<file path="src/rtl/periodic_timer_bank_top_assert.svh">
// Assertion macros for the periodic timer bank.
// Used by periodic_timer_bank_top; needs a clock and a reset in scope at each use.
`ifndef PERIODIC_TIMER_BANK_TOP_ASSERT_SVH
`define PERIODIC_TIMER_BANK_TOP_ASSERT_SVH

// same-cycle implication
`define PTB_ASSERT_NOW(label, clock, reset, ante, cons) \
  label: assert property (@(posedge clock) disable iff (reset) (ante) |-> (cons)) \
    else $error("periodic timer bank check failed");

// next-cycle implication
`define PTB_ASSERT_NEXT(label, clock, reset, ante, cons) \
  label: assert property (@(posedge clock) disable iff (reset) (ante) |=> (cons)) \
    else $error("periodic timer bank check failed");

`endif

</file>
<file path="src/rtl/ptb_pkg.sv">
// Package for the periodic timer bank: sizes, item kinds and beat structs.
// No dependencies; imported by ptb_cell and periodic_timer_bank_top.
`default_nettype none

package ptb_pkg;

  localparam int NUM_CHANNELS = 10;
  localparam int CHANNEL_W    = 4;
  localparam int VALUE_W      = 16;
  localparam int TICKS_W      = 32;

  typedef logic [1:0] kind_t;

  localparam kind_t KIND_TICK  = 2'd0;
  localparam kind_t KIND_SET   = 2'd1;
  localparam kind_t KIND_CHECK = 2'd2;
  localparam kind_t KIND_READ  = 2'd3;

  typedef struct packed {
    kind_t                kind;
    logic [CHANNEL_W-1:0] channel;
    logic [VALUE_W-1:0]   value;
  } cmd_t;

  typedef struct packed {
    logic               expired;
    logic [TICKS_W-1:0] tick_count;
  } result_t;

  // command travelling along the chain of cells
  typedef struct packed {
    logic                 valid;
    kind_t                kind;
    logic [CHANNEL_W-1:0] channel;
    logic [VALUE_W-1:0]   value;
    logic                 expired;
  } op_t;

endpackage

`default_nettype wire

</file>
<file path="src/rtl/ptb_cell.sv">
// One timer channel of the bank: preset, count and sticky expiry flag.
// Applies the command passing through and hands it on; uses ptb_pkg.
`default_nettype none

module ptb_cell (
  input  wire                              clk,
  input  wire                              rst,
  input  wire logic [ptb_pkg::CHANNEL_W-1:0] idx,
  input  wire ptb_pkg::op_t                op_in,
  output ptb_pkg::op_t                     op_out
);
  import ptb_pkg::*;

  logic [VALUE_W-1:0] preset;
  logic [VALUE_W-1:0] count;
  logic               flag;
  logic               hit;

  assign hit = op_in.valid && (op_in.channel == idx);

  always_ff @(posedge clk) begin
    if (rst) begin
      preset <= '0;
      count  <= '0;
      flag   <= 1'b0;
    end else if (op_in.valid) begin
      case (op_in.kind)
        KIND_TICK: begin
          if (count != '0) begin
            if (count == VALUE_W'(1)) begin
              flag <= 1'b1;
            end
            count <= count - VALUE_W'(1);
          end else begin
            count <= preset;
          end
        end
        KIND_SET: begin
          if (hit) begin
            preset <= op_in.value;
            count  <= op_in.value;
          end
        end
        KIND_CHECK: begin
          if (hit) begin
            flag <= 1'b0;
          end
        end
        default: begin
        end
      endcase
    end
  end

  always_ff @(posedge clk) begin
    if (rst) begin
      op_out.valid <= 1'b0;
    end else begin
      op_out.valid <= op_in.valid;
    end
  end

  always_ff @(posedge clk) begin
    op_out.kind    <= op_in.kind;
    op_out.channel <= op_in.channel;
    op_out.value   <= op_in.value;
    op_out.expired <= op_in.expired | (hit && (op_in.kind == KIND_CHECK) && flag);
  end

endmodule

`default_nettype wire

</file>
<file path="src/rtl/periodic_timer_bank_top.sv">
// Top level of the periodic timer bank: tick counter and a chain of timer cells.
// Depends on ptb_pkg, ptb_cell and periodic_timer_bank_top_assert.svh.
//
// Usage:
//   A command beat (cmd: kind, channel, value) is taken at a rising edge with
//   start high and busy low. Kinds: tick, set channel, check and clear flag,
//   read tick count.
//   The command walks the row of channel cells, one cell per cycle; each cell
//   applies it to its own channel. After the last cell the result beat
//   (expired, tick_count) stands on result for exactly one cycle with done high.
//   Only one command is in flight at a time; busy is high from the cycle after
//   the accept through the done cycle, so the next command may be taken one edge
//   after the edge that ends the done cycle.
//   Reset (rst, synchronous, active high) clears all presets, counts, flags, the
//   tick count and any command in flight.
//   The receiver cannot stall: a result beat not taken in its done cycle is gone.
`default_nettype none

module periodic_timer_bank_top (
  input  wire                   clk,
  input  wire                   rst,
  input  wire                   start,
  output logic                  busy,
  input  wire ptb_pkg::cmd_t    cmd,
  output logic                  done,
  output ptb_pkg::result_t      result
);
  import ptb_pkg::*;

  `include "periodic_timer_bank_top_assert.svh"

  op_t                     link [NUM_CHANNELS+1];
  logic [NUM_CHANNELS-1:0] live;
  logic [TICKS_W-1:0]      ticks;
  logic                    accept;

  assign accept = start && !busy;

  assign link[0].valid   = accept;
  assign link[0].kind    = cmd.kind;
  assign link[0].channel = cmd.channel;
  assign link[0].value   = cmd.value;
  assign link[0].expired = 1'b0;

  for (genvar i = 0; i < NUM_CHANNELS; i++) begin : g_cell
    ptb_cell u_cell (
      .clk    (clk),
      .rst    (rst),
      .idx    (CHANNEL_W'(i)),
      .op_in  (link[i]),
      .op_out (link[i+1])
    );
    assign live[i] = link[i+1].valid;
  end

  assign busy = |live;

  always_ff @(posedge clk) begin
    if (rst) begin
      ticks <= '0;
    end else if (accept && (cmd.kind == KIND_TICK)) begin
      ticks <= ticks + TICKS_W'(1);
    end
  end

  assign done              = link[NUM_CHANNELS].valid;
  assign result.expired    = link[NUM_CHANNELS].expired;
  assign result.tick_count = ticks;

  `PTB_ASSERT_NOW(a_one_in_flight, clk, rst, 1'b1, $onehot0(live))
  `PTB_ASSERT_NOW(a_done_latency, clk, rst, accept, ##(NUM_CHANNELS) done)
  `PTB_ASSERT_NEXT(a_tick_step, clk, rst, accept && (cmd.kind == KIND_TICK),
                   ticks == $past(ticks) + TICKS_W'(1))
  `PTB_ASSERT_NEXT(a_ticks_hold, clk, rst, !(accept && (cmd.kind == KIND_TICK)),
                   $stable(ticks))
  `PTB_ASSERT_NOW(a_expired_check, clk, rst, done && result.expired,
                  link[NUM_CHANNELS].kind == KIND_CHECK)

endmodule

`default_nettype wire

</file>
<file path="config.mk">
export PLATFORM = sky130hd
export DESIGN_NAME = periodic_timer_bank_top
export DESIGN_NICKNAME = d
export VERILOG_FILES = /design/src/rtl/ptb_pkg.sv /design/src/rtl/ptb_cell.sv /design/src/rtl/periodic_timer_bank_top.sv
export VERILOG_INCLUDE_DIRS = /design/src /design/src/rtl
export SDC_FILE = /design/constraint.sdc
export NUM_CORES = 1
export LEC_CHECK = 0
export ABC_AREA = 0
export ABC_CLOCK_PERIOD_IN_PS = 4000
export BUFFER_PORTS_ARGS = -buffer_cell sky130_fd_sc_hd__buf_2
export CAP_MARGIN = 20
export CORE_MARGIN = 1
export CORE_UTILIZATION = 45
export DETAILED_ROUTE_END_ITERATION = 8
export SLEW_MARGIN = 20
export SYNTH_ARGS = -nofsm -noshare
export SYNTH_HDL_FRONTEND = slang
export SYNTH_SLANG_ARGS = --single-unit
</file>
<file path="constraint.sdc">
create_clock -name clk -period 4 [get_ports clk]
set_input_delay 0.8 -clock clk [delete_from_list [all_inputs] [get_ports clk]]
set_output_delay 0.8 -clock clk [all_outputs]
set_load 0.005 [all_outputs]
</file>
==> Word level (Yosys, flattened, before mapping) <==
Cells that the tools add are included.
{ "word_totals": {"reg_bits": 580, "out_inout_bits": 35, "word_cells": 352} }
{ "classes": {"addsub": 11, "n_eq_ne": 79, "n_mux": 70, "bitwise": 9, "reduce_logical": 105} }
{ "op_table": {"columns": ["cell", "n"], "rows": [
  ["$mux W16", 20],
  ["$pmux W16 S2", 10],
  ["$eq A16 B1 Y1 const B", 10],
  ["$reduce_bool A16 Y1", 10],
  ["$sub A16 B1 Y16 const B", 10],
  ["$ne A2 B1 Y1 const B", 40],
  ["$reduce_and A3 Y1", 20],
  ["$reduce_and A5 Y1", 10],
  ["$reduce_bool A2 Y1", 20],
  ["$add A32 B1 Y32 const B", 1],
  ["$logic_and A1 B1 Y1", 32],
  ["$mux W1", 30],
  ["$eq A2 B1 Y1 const B", 10],
  ["$eq A2 B2 Y1 const B", 10],
  ["$logic_not A2 Y1", 10],
  ["$pmux W1 S2", 10],
  ["$eq A4 B3 Y1 const B", 4],
  ["$reduce_or A10 Y1", 1],
  ["$or A1 B1 Y1", 9],
  ["$eq A4 B2 Y1 const B", 2],
  ["$eq A4 B4 Y1 const B", 2],
  ["$eq A4 B1 Y1 const B", 1],
  ["$logic_not A4 Y1", 1],
  ["$logic_not A1 Y1", 1]
]} }

==> Logic depth before layout (Yosys ltp) <==
{ "logic_depth": {"ltp_word": 6, "mapped_depth": 10, "ltp_nobuf": 8} }

==> Cells and area by module <==
From an unflattened synthesis, not the netlist that was laid out.
{ "hier_totals": {"hier_cells": 2909, "hier_area_um2": 27052.2} }
{ "modules_own_cells": {"columns": ["mod", "n_inst", "cells_each", "area_each_um2"], "rows": [
  ["ptb_cell at g_cell[0].u_cell ...", 7, 261, 2509.9],
  ["ptb_cell at g_cell[7].u_cell ...", 3, 291, 2575.0],
  ["periodic_timer_bank_top", 1, 209, 1757.9]
]} }

==> Least setup slack after synthesis <==
OpenSTA, ideal clock, no wires.
{ "synth_path": {"path_type": "register -> register", "start": "register g_cell[8].u_cell.count[0]", "end": "register g_cell[8].u_cell.count[4]", "setup_time_ns": 0.132, "arrival_time_ns": 2.414, "t_required_ns": 3.868, "path_slack_ns": 1.454, "stages_incl_launch_ff": 10, "synth_period_minus_slack_ns": 2.546, "cell_sequence": "dfxtp_1 > inv_1 > ha_1 > or4b_2 > or4_4 > buf_6 > buf_6 > mux2_4 > o221ai_2 > a21oi_1"} }
{ "synth_via": {"elab_chain_cells": 3, "word_cells_on_any_way": 4} }
{ "synth_lines": {"columns": ["element", "line", "text"], "rows": [
  ["start: declaration", "ptb_cell.sv:15", "logic [VALUE_W-1:0] count;"],
  ["start signal: assignment", "ptb_cell.sv:33", "count <= count - VALUE_W'(1);"],
  ["start signal: assignment", "ptb_cell.sv:35", "count <= preset;"],
  ["start signal: assignment", "ptb_cell.sv:41", "count <= op_in.value;"],
  ["$sub A16 B1 Y16 / $reduce_bool A16 Y1 (equally long branches)", "ptb_cell.sv:33, ptb_cell.sv:29", null],
  ["$mux W16 *", "ptb_cell.sv:29", "if (count != '0) begin"],
  ["$pmux W16 S2 *", "ptb_cell.sv:27", "case (op_in.kind)"]
]} }
Every way passes the cells marked *; elsewhere a longest branch is shown, timed or not.
A chain may end at the register's enable or synchronous reset.

==> Worst setup path after layout <==
{ "layout_path": {"start": "register g_cell[2].u_cell.count[0]", "end": "register g_cell[2].u_cell.count[6]"} }
{ "layout_via": {"elab_chain_cells": 3, "word_cells_on_any_way": 4} }
{ "layout_lines": {"columns": ["element", "line"], "rows": [
  ["start: declaration", "ptb_cell.sv:15"],
  ["start signal: assignment", "ptb_cell.sv:33"],
  ["start signal: assignment", "ptb_cell.sv:35"],
  ["start signal: assignment", "ptb_cell.sv:41"],
  ["$sub A16 B1 Y16 / $reduce_bool A16 Y1 (equally long branches)", "ptb_cell.sv:33, ptb_cell.sv:29"],
  ["$mux W16 *", "ptb_cell.sv:29"],
  ["$pmux W16 S2 *", "ptb_cell.sv:27"]
]} }
Marks and branches as above.

==> qor.yml <==
drt-wirelength-per-cell_um: 18.6
syn_avg_cell_area_um2: 8.52
hp-start: "cmd[17]"
hold_viol: 0
cts_buffer_depth: 3
hold_class: "input port to flop"
dieArea_mm2: 0.0534
critPathCaptureType: "flop"
cp_slowest_stage_delay_ns: 0.83
firstDrtPassIters: 6
fin_skew_ns: 0.0128
grtUsageTotal_pct: 24.4
postCtsSetupRepairBufs: 0
finalSetupTns_ns: 0
critPathRequiredTime_ns: 4.50
power_leakage_nw: 10.1
numCtsBuffers: 60
maxCapViolCount: 0
cts_max_level: 2
setup_viol_count_final: 0
gp_congestion: 0.891
timing.rr.start: "g_cell[2].u_cell.count[0]"
cp-startpoint: "g_cell[2].u_cell.count[0]"
worstPathMaxFanout: 27
status: "finished, final reports clean"
worstSetupPathType: "flop to flop"
fin_worst_hold_slack_ns: 0.299
yosys_warnings: 0
async_reset_ff_share_pct: 0
clock_latency_ns: 0.61
ys_seq_area_share_pct: 49.2
ctsResizeCount: 0
root_buffer: "clkbuf_16"
viasPerCell: 5.82
period_share_pct: 73.4
yosysTopAreaCell: "dfxtp_1"
arrival_ns: 3.43
yosysTopAreaCellShare_pct: 49.2
hold_buffers: 0
grt_max_degree: 155
slew_viol_final: 0
cts_tree: "yes"
grt_pass1_vias: 19872
core-area_mm2: 0.0516
syn-cell-area_mm2: 0.0236
synth.distinct_cells: 70
grt_pass1_wl_um: 106000
drc_errors: 0
num_antenna_cells: 0
cp-start-kind: "flop"
worstPathCellList: "inv_1, ha_1, or4b_2, or4_1, o21ai_0, a21oi_1, a21oi_1, a21oi_1"
start_util_pct: 45.7
cp_common_cell: "a21oi_1"
tightest_slew_ns: 1.04
io_pins: 60
die_h_um: 231
clock.fmax_mhz: 340
fin_nets: 2852
clock_sinks: 580
synth_area_leaders: "dfxtp_1 49%, a21oi_1 8.4%, nand2_1 7.9%, xor2_1 3.0%, nor2_1 2.9%"
rsz0062_at_grt: "no"
die_w_um: 231
crit_slowest_cell: "or4_1"
antenna_found_initial: 0
port_buffers: 59
drive_gt1_share_pct: 8.59
grt_overflow: 0
slew_headroom_pct: 31.0
peakVddDrop_mv: 0.317
routed_wl_um: 65500
drt_iter0_drc: 1676
synth_fp_nets: 2827
ant_nets: 0
syn-instance-count: 2771
ys.flop_type: "dfxtp_1"
rows: 83
area_delta_synth_final_pct: 12.9
synth-edff-count: 0
vias: 20480
hpwl_um: 44000
p_per_area_mw_per_mm2: 477
ys_ff_latch: 580
final.min_clock_period_ns: 2.94
path_clk_slew_ns: 0.06
[cells in the final DEF, fill, tap and decap left out, types with 58 or more instances in the layout]
master,count
a21oi_1,394
buf_2,58
clkbuf_16,61
dfxtp_1,580
nand2_1,496
nand3_1,62
nor2_1,181
nor3_1,72
o211ai_1,63
o21ai_0,128
xor2_1,82
[worst max-delay path, delay by kind of cell, from the launching register on]
kind	cells	cell delay [ns]
DFF	1	0.39
buffers and inverters	1	0.12
adders and majority gates	1	0.22
and+or+nand+nor	2	1.42
AOI/OAI and AO/OA	4	0.67
[where the power goes]
| group | switching (W) | internal [W] | total, W | leakage, nW |
|---|---|---|---|---|
| Combinational | 0.000512 | 0.000270 | 0.000782 | 4.29 |
| Sequential | 0.000173 | 0.00591 | 0.00608 | 4.75 |
| Clock | 0.00233 | 0.00352 | 0.00584 | 1.02 |
| Total | 0.00301 | 0.00970 | 0.0127 | 10.1 |
[path summary, 6_finish.rpt]
check,endpoint,slack [ns],cells past startpoint
setup / recovery,g_cell[2].u_cell.count[6],1.06,8
hold reg to reg,g_cell[5].u_cell.op_out[19],0.35,0
setup reg to reg,g_cell[2].u_cell.count[6],1.06,8
hold / removal,g_cell[0].u_cell.op_out[18],0.30,1
[state kept, by name, indices dropped and copies added, names as in the netlist]
signal / cells
ticks: 32
g_cell.u_cell.preset: 160
g_cell.u_cell.flag: 10
g_cell.u_cell.count: 160
g_cell.u_cell.op_out: 218
[synthesized netlist by cell type (28+ instances only)]
cell	number
a211oi_1	29
a21oi_1	394
a31oi_1	38
clkbuf_1	134
dfxtp_1	580
ha_1	31
inv_1	45
nand2_1	496
nand3_1	62
nand4_1	28
nor2_1	181
nor3_1	73
nor4_1	37
o211ai_1	63
o21ai_0	128
o221ai_1	36
xnor2_1	37
xor2_1	82
[through the flow]
stage | utilization (%) | power (W) | area [um2] | worst slack [ns] | cells
after global placement | 47.6 | 0.00696 | 24600 | 1.23 | 3414
after floorplan | - | 0.00670 | 23600 | 1.45 | 2771
after global routing | 51.6 | 0.0132 | 26600 | 0.863 | 3520
after detailed placement | 47.6 | 0.00697 | 24600 | 1.14 | 3414
after CTS | 51.6 | 0.0128 | 26600 | 1.12 | 3520
final | 51.6 | 0.0127 | 26600 | 1.06 | 3520
[cells by family (layout without fill, tap and decap cells)]
group	count (synthesis)	count (layout)	synth area share [%]
multiplexers	25	25	1.15
XOR/XNOR	119	119	4.41
flip-flops	580	580	49.2
buffers and inverters	188	257	3.09
AND/OR/NAND/NOR	1023	1023	19.9
adder cells (fa/ha/maj)	31	31	1.64
AO/OA/AOI/OAI	805	805	20.6
[per-layer routing]
metal	global-route usage [%]	vias to the layer above	wire length, um
met5	0	-	0
met4	10.3	0	2450
met3	2.78	155	3400
met2	39.2	649	29600
met1	33.3	9756	30000
li1	-	9920	-
[cell type report]
type	instances	area, um2
clock buffer	81	1720
clock inverter	25	348
fill	4871	25000
inverter	49	184
multi-input combinational	2003	11300
sequential	580	11600
tap	680	851
timing repair buffer	102	641
(Power assumes the default switching activity.)
